==> src/rtl/sit_pkg.sv <==
// Shared types and constants for the sorted insert table.
`default_nettype none

package sit_pkg;

    localparam int VALUE_W          = 32;
    localparam int POS_W            = 4;
    localparam int COUNT_W          = 5;
    localparam int OP_W             = 2;
    localparam int STATUS_W         = 2;
    localparam int DEFAULT_CAPACITY = 16;
    localparam int POS_SPAN         = 2 ** POS_W;
    localparam int S_TDATA_W        = 40;
    localparam int M_TDATA_W        = 40;

    localparam logic [OP_W-1:0] OP_INSERT = 2'd0;
    localparam logic [OP_W-1:0] OP_READ   = 2'd1;
    localparam logic [OP_W-1:0] OP_REMOVE = 2'd2;

    localparam logic [STATUS_W-1:0] ST_OK    = 2'd0;
    localparam logic [STATUS_W-1:0] ST_RANGE = 2'd1;
    localparam logic [STATUS_W-1:0] ST_FULL  = 2'd2;

    typedef struct packed {
        logic                      do_insert;
        logic                      do_remove;
        logic signed [VALUE_W-1:0] value;
        logic [POS_W-1:0]          position;
    } cell_ctrl_t;

endpackage

`default_nettype wire

==> src/rtl/sit_cell.sv <==
// One storage cell of the sorted table chain.
`default_nettype none

module sit_cell #(
    parameter int IDX   = 0,
    parameter int CNT_W = 5
) (
    input  wire                                aclk,
    input  sit_pkg::cell_ctrl_t                ctrl,
    input  wire  [CNT_W-1:0]                   count_in,
    input  wire                                left_place,
    input  wire  signed [sit_pkg::VALUE_W-1:0] left_value,
    input  wire  signed [sit_pkg::VALUE_W-1:0] right_value,
    output logic                               place_out,
    output logic signed [sit_pkg::VALUE_W-1:0] value_out
);
    import sit_pkg::*;

    localparam int IW = (CNT_W > POS_W) ? CNT_W : POS_W;
    localparam logic [IW-1:0] IDX_V = IW'(IDX);

    logic signed [VALUE_W-1:0] value_reg;
    logic signed [VALUE_W-1:0] value_next;
    logic                      occupied;
    logic                      at_or_after_pos;

    assign occupied        = IDX_V < IW'(count_in);
    assign at_or_after_pos = IDX_V >= IW'(ctrl.position);
    assign place_out       = !occupied || (value_reg > ctrl.value);
    assign value_out       = value_reg;

    always_comb begin
        value_next = value_reg;
        if (ctrl.do_insert) begin
            if (left_place) begin
                value_next = left_value;
            end else if (place_out) begin
                value_next = ctrl.value;
            end
        end else if (ctrl.do_remove && at_or_after_pos) begin
            value_next = right_value;
        end
    end

    always_ff @(posedge aclk) begin
        value_reg <= value_next;
    end

endmodule

`default_nettype wire

==> src/rtl/sorted_insert_table_unit.sv <==
// Top level of the sorted insert table: cell chain, count and result register.
//
//  Channel | Dir | tdata (low bit up)                        | tuser
//  s_      | in  | value[31:0], position[35:32], zero pad    | operation[1:0]
//  m_      | out | read_value[31:0], entry_count[36:32], pad | status[1:0]
//
// Each operation completes in the cycle it is accepted; all cells compare against the new
// value in parallel and shift toward their neighbor in the same cycle.
// A result appears in the cycle after its word is accepted, and a new word is
// accepted whenever the result register is empty or being taken.
// Reset clears the count and the result valid flag; cell contents are not reset.
`default_nettype none

module sorted_insert_table_unit #(
    parameter int CAPACITY = sit_pkg::DEFAULT_CAPACITY
) (
    input  wire                             aclk,
    input  wire                             aresetn,
    input  wire                             s_tvalid,
    output logic                            s_tready,
    input  wire  [sit_pkg::S_TDATA_W-1:0]   s_tdata,  // value, position
    input  wire  [sit_pkg::OP_W-1:0]        s_tuser,  // operation
    output logic                            m_tvalid,
    input  wire                             m_tready,
    output logic [sit_pkg::M_TDATA_W-1:0]   m_tdata,  // read_value, entry_count
    output logic [sit_pkg::STATUS_W-1:0]    m_tuser   // status
);
    import sit_pkg::*;

    localparam int CNT_W = $clog2(CAPACITY + 1);
    localparam int IW    = (CNT_W > POS_W) ? CNT_W : POS_W;
    localparam logic [CNT_W-1:0] CAP_V = CNT_W'(CAPACITY);

    logic [CNT_W-1:0]          count_reg;
    logic [CNT_W-1:0]          count_next;
    logic                      out_valid_reg;
    logic signed [VALUE_W-1:0] out_value_reg;
    logic [COUNT_W-1:0]        out_count_reg;
    logic [STATUS_W-1:0]       out_status_reg;

    logic                      accept;
    logic [OP_W-1:0]           in_op;
    logic signed [VALUE_W-1:0] in_value;
    logic [POS_W-1:0]          in_pos;
    logic                      full;
    logic                      in_range;
    logic signed [VALUE_W-1:0] result_value;
    logic [STATUS_W-1:0]       result_status;
    cell_ctrl_t                ctrl;

    logic signed [VALUE_W-1:0] cell_value [CAPACITY];
    logic                      cell_place [CAPACITY];
    logic signed [VALUE_W-1:0] read_span  [POS_SPAN];

    assign in_op    = s_tuser;
    assign in_value = s_tdata[VALUE_W-1:0];
    assign in_pos   = s_tdata[VALUE_W+POS_W-1:VALUE_W];

    assign s_tready = !out_valid_reg || m_tready;
    assign accept   = s_tvalid && s_tready;

    assign full     = count_reg == CAP_V;
    assign in_range = IW'(in_pos) < IW'(count_reg);

    always_comb begin
        count_next     = count_reg;
        result_value   = '0;
        result_status  = ST_OK;
        ctrl.do_insert = 1'b0;
        ctrl.do_remove = 1'b0;
        ctrl.value     = in_value;
        ctrl.position  = in_pos;
        unique case (in_op)
            OP_INSERT: begin
                if (full) begin
                    result_status = ST_FULL;
                end else begin
                    ctrl.do_insert = accept;
                    count_next     = count_reg + CNT_W'(1);
                end
            end
            OP_READ: begin
                if (!in_range) begin
                    result_status = ST_RANGE;
                end else begin
                    result_value = read_span[in_pos];
                end
            end
            OP_REMOVE: begin
                if (!in_range) begin
                    result_status = ST_RANGE;
                end else begin
                    ctrl.do_remove = accept;
                    count_next     = count_reg - CNT_W'(1);
                end
            end
            default: begin
            end
        endcase
    end

    for (genvar j = 0; j < POS_SPAN; j++) begin : g_span
        if (j < CAPACITY) begin : g_used
            assign read_span[j] = cell_value[j];
        end else begin : g_unused
            assign read_span[j] = '0;
        end
    end

    for (genvar i = 0; i < CAPACITY; i++) begin : g_cell
        logic                      left_place;
        logic signed [VALUE_W-1:0] left_value;
        logic signed [VALUE_W-1:0] right_value;

        if (i == 0) begin : g_first
            assign left_place = 1'b0;
            assign left_value = '0;
        end else begin : g_inner
            assign left_place = cell_place[i-1];
            assign left_value = cell_value[i-1];
        end

        if (i == CAPACITY - 1) begin : g_last
            assign right_value = cell_value[i];
        end else begin : g_notlast
            assign right_value = cell_value[i+1];
        end

        sit_cell #(
            .IDX   (i),
            .CNT_W (CNT_W)
        ) u_cell (
            .aclk        (aclk),
            .ctrl        (ctrl),
            .count_in    (count_reg),
            .left_place  (left_place),
            .left_value  (left_value),
            .right_value (right_value),
            .place_out   (cell_place[i]),
            .value_out   (cell_value[i])
        );
    end

    always_ff @(posedge aclk) begin
        if (!aresetn) begin
            count_reg     <= '0;
            out_valid_reg <= 1'b0;
        end else if (accept) begin
            count_reg     <= count_next;
            out_valid_reg <= 1'b1;
        end else if (m_tready) begin
            out_valid_reg <= 1'b0;
        end
    end

    always_ff @(posedge aclk) begin
        if (accept) begin
            out_value_reg  <= result_value;
            out_count_reg  <= COUNT_W'(count_next);
            out_status_reg <= result_status;
        end
    end

    assign m_tvalid = out_valid_reg;
    assign m_tdata  = {{(M_TDATA_W - VALUE_W - COUNT_W){1'b0}}, out_count_reg, out_value_reg};
    assign m_tuser  = out_status_reg;

`ifndef SYNTHESIS
    assert property (@(posedge aclk) disable iff (!aresetn)
        count_reg <= CAP_V)
        else $error("Stored count exceeds capacity.");

    assert property (@(posedge aclk) disable iff (!aresetn)
        accept && in_op == OP_INSERT && !full |=> count_reg == $past(count_reg) + CNT_W'(1))
        else $error("Accepted insert did not grow the count.");

    assert property (@(posedge aclk) disable iff (!aresetn)
        out_valid_reg && out_status_reg == ST_FULL |-> count_reg == CAP_V)
        else $error("Full status reported while table has room.");

    assert property (@(posedge aclk) disable iff (!aresetn)
        out_valid_reg && out_value_reg != '0 |-> out_status_reg == ST_OK)
        else $error("Nonzero read value with an error status.");

    assert property (@(posedge aclk) disable iff (!aresetn)
        count_reg >= CNT_W'(2) |-> cell_value[0] <= cell_value[1])
        else $error("First two entries out of order.");
`endif

endmodule

`default_nettype wire
==> config.mk <==
export PLATFORM = sky130hd
export DESIGN_NAME = sorted_insert_table_unit
export DESIGN_NICKNAME = d
export VERILOG_FILES = /design/src/rtl/sit_pkg.sv /design/src/rtl/sit_cell.sv /design/src/rtl/sorted_insert_table_unit.sv
export SDC_FILE = /design/constraint.sdc
export NUM_CORES = 2
export LEC_CHECK = 0
export ABC_CLOCK_PERIOD_IN_PS = 11250
export BUFFER_PORTS_ARGS = -buffer_cell sky130_fd_sc_hd__buf_2
export CAP_MARGIN = 20
export CORE_MARGIN = 10
export CORE_UTILIZATION = 45
export DETAILED_ROUTE_END_ITERATION = 6
export SLEW_MARGIN = 20
export SYNTH_ARGS = -nofsm -noshare
export SYNTH_HDL_FRONTEND = slang
export SYNTH_SLANG_ARGS = --single-unit
==> constraint.sdc <==
create_clock -name aclk -period 11.25 [get_ports aclk]
set_input_delay 1.125 -clock aclk [delete_from_list [all_inputs] [get_ports aclk]]
set_output_delay 1.125 -clock aclk [all_outputs]
set_load 0.05 [all_outputs]
==> results.py <==
metrics = {
    "outcome": {
        "run_status": "finished clean",
    },
    "cells_and_area": {
        "largest_register_ffs": 512,
        "multi_input_area_um2": 25000,
        "syn_to_final_growth_pct": 8.96,
        "drive_gt1_share_pct": 11.6,
        "final-seq-area_um2": 16700,
        "post-route-util_pct": 49.3,
        "final.fill_count": 8579,
        "post_layout_nets": 4506,
    },
    "global_routing": {
        "grt_start_max_net_pins": 267,
        "grt_pass1_wl_mm": 222,
        "globalRouteTotalUtil_pct": 27.7,
        "grt_antenna_before_repair": 16,
        "grt_overflow_total": 0,
        "first_global_vias": 32000,
    },
    "synthesis": {
        "synth.avg_cell_area_um2": 10.8,
        "mux_cell_area_share_after_synthesis_pct": 19.6,
        "synth_area_leaders": "edfxtp_1 (39%), ha_1 (15%), mux2i_1 (10%)",
        "synth_top_family_by_area": "multiplexers",
        "count_of_different_cell_masters_after_synthesis": 69,
        "synth.yosys.seq_area_share_pct": 38.9,
        "postSynthCellCount": 3969,
        "async_reset_ff_share_pct": 0,
        "mappedNetlistArea_um2": 42800,
        "edff_count_synth": 551,
        "post_synth_and_or_nand_nor_area_fraction_pct": 10.0,
        "ff_latch_count_synth": 557,
        "yosys_most_used_dff": "edfxtp_1",
        "synth-xor-area-share_pct": 0.0409,
        "synth.cells.most_frequent": "edfxtp_1 (551), nand2_1 (534), ha_1 (522), o21ai_0 (500), mux2i_1 (436)",
        "synthAdderAreaFrac_pct": 15.3,
        "synth_largest_area_cell": "edfxtp_1",
        "synth_compound_gate_area_share_pct": 12.9,
        "synth_top_area_share_pct": 38.6,
        "syn_warnings": 0,
        "yosys.cell_count.top_type": "edfxtp_1",
    },
    "critical_path": {
        "worst_path_largest_cell_delay_ps": 690,
        "slack_of_the_worst_reg_to_reg_path_ps": 5850,
        "worst-path-max-fanout": 35,
        "critical-path-slowest-cell": "buf_4",
        "crit_path_frequent_cell": "buf_4",
        "timing.critical_path.cells": "buf_2 -> inv_1 -> buf_4 -> ha_1 -> nand4_1 -> or2_2 -> a21oi_1 -> a2111oi_0 -> o21a_1 -> o41ai_2 -> buf_4 -> nor3_1 -> a211oi_4 -> buf_4",
        "critical_path_required_ps": 11510,
        "setup.worst_path.start_class": "input port",
        "timing_worst_setup_path_type": "input port to flip-flop",
        "worst_setup_path_end_kind": "flip-flop",
        "timing.critical_path.arrival_ps": 6320,
    },
    "die": {
        "rows": 113,
        "area_inside_the_core_boundary_um2": 94700,
        "die_y_um": 328,
        "dieArea_um2": 108000,
        "floorplan.io_pins": 90,
        "floorplan.initialDensity_pct": 45.2,
        "floorplan.die.width_um": 328,
    },
    "cts": {
        "num_cts_buffers": 69,
        "clock-root-buffer": "clkbuf_16",
        "cts-root-to-sink-buffers": 3,
        "cts_tree": "yes",
        "clk-insertion-delay-late_ps": 660,
        "path_clk_slew_ps": 60,
        "hold_buffers": 0,
        "ctsHtreeMaxLevel": 3,
        "count_of_buffers_added_by_post_cts_timing_repair_for_setup": 0,
        "cts.sinks": 557,
        "cts-resized-gates": 0,
    },
    "timing": {
        "totalNegativeSetupSlack_ps": 0,
        "worstMarginPinSlew_ps": 1170,
        "final.setup_skew_ps": 36.7,
        "fmax_mhz": 165,
        "fin_crit_ps": 6060,
        "finalCritPeriodShare_pct": 53.8,
        "maxSlewViolCount": 0,
        "maxSlewHeadroom_pct": 21.6,
        "grt_setup_unrepaired": "no",
        "timing.final.setup_violations": 0,
        "timing_hold_violations_final": 0,
    },
    "routing": {
        "dr.pass1.iters": 6,
        "wirelength_mm": 154,
        "detailroute.wirelength.met2_mm": 67.9,
        "antenna_left": 0,
        "highest-signal-layer": "met5",
        "detail_route.drc_violations": 0,
        "drt_first_iter_violations": 4470,
        "via_per_inst": 6.50,
        "wl_per_cell_um": 29.2,
        "met3_wirelength_mm": 17.7,
        "met1Wirelength_mm": 62.7,
        "via_count": 34200,
    },
    "hold_path": {
        "worstHoldPathType": "flip-flop to flip-flop",
    },
    "placement": {
        "detailed_place_hpwl_mm": 107,
        "place.gp.congestion": 0.943,
        "port_buffer_count": 82,
    },
    "pwr": {
        "total_leakage_power_nw": 20.5,
        "vdd.ir_drop.worst_mv": 0.125,
        "power_density_nw_per_um2": 126,
    },
    "flow_run": {
        "maxCapViolCount": 0,
    },
}
[path summary, 6_finish.rpt]
path                                       start                               to  cells after the start
setup / recovery                     s_tdata[10]  g_cell[12].u_cell.value_out[18]                     14
hold / removal                          m_tvalid                         m_tvalid                      2
setup reg to reg  g_cell[11].u_cell.value_out[8]  g_cell[12].u_cell.value_out[18]                     11
hold reg to reg                         m_tvalid                         m_tvalid                      2
[routing by layer]
layer	global-route usage, %	vias up
met5	0	-
met4	9.66	10
met3	7.87	316
met2	41.8	1809
met1	37.6	16800
li1	-	15300
[layout by cell type, fill, tap and decap left out, types with 15 or more instances in the layout]
cell type,Yosys,final
o21a_1,16,16
buf_4,6,63
o21ai_0,500,498
nor2_1,104,100
buf_2,55,79
clkbuf_16,0,72
nor4_1,19,19
ha_1,522,521
mux2i_1,436,436
nand2_1,534,531
edfxtp_1,551,551
nor3_1,19,19
nand4_1,108,108
a21boi_0,22,22
clkbuf_1,176,15
a21oi_1,263,263
nand3_1,83,82
a31oi_1,17,16
a21o_1,26,26
and3_1,37,36
mux4_2,160,160
mux2_4,20,20
nor2b_1,19,19
o211ai_1,32,32
inv_1,75,74
[area by class of cell]
cell class                 instances  area share, %
multi-input combinational       3087           53.5
timing repair buffer             148           2.09
clock inverter                    32          0.630
inverter                          75          0.603
sequential                       557           35.7
tap                             1265           3.39
clock buffer                      87           3.98
antenna                           12         0.0644
[cells by family after synthesis]
logic type | Yosys count
compound gates | 978
xor+xnor | 2
fa+ha+maj | 522
buf+inv | 327
flops | 557
mux | 627
other cells | 1
simple gates | 955
[critical path, delay by kind of cell]
| family | cells | cell delay (ps) |
|---|---|---|
| compound gates | 5 | 2000 |
| simple gates | 3 | 840 |
| fa+ha+maj | 1 | 330 |
| buf+inv | 5 | 1910 |
[through the flow]
step | total power (W) | setup slack [ps] | area [µm²] | hold WS (ps) | std cells
final | 0.00586 | 5190 | 46700 | 541 | 5263
after CTS | 0.00586 | 5270 | 46600 | 543 | 5250
after detailed placement | 0.00364 | 4610 | 44500 | 534 | 5131
after global placement | 0.00361 | 4670 | 44400 | 513 | 5130
after global routing | 0.00605 | 5170 | 46600 | 578 | 5253
after floorplan | 0.00324 | 4570 | 42800 | 544 | 3971
[power by group]
part | internal [W] | switching, W | total [W]
clock | 0.00128 | 0.000955 | 0.00224
sequential | 0.00239 | 0.0000910 | 0.00248
combinational | 0.000407 | 0.000734 | 0.00114
total | 0.00408 | 0.00178 | 0.00586
Power figures use the tool's default switching activity.
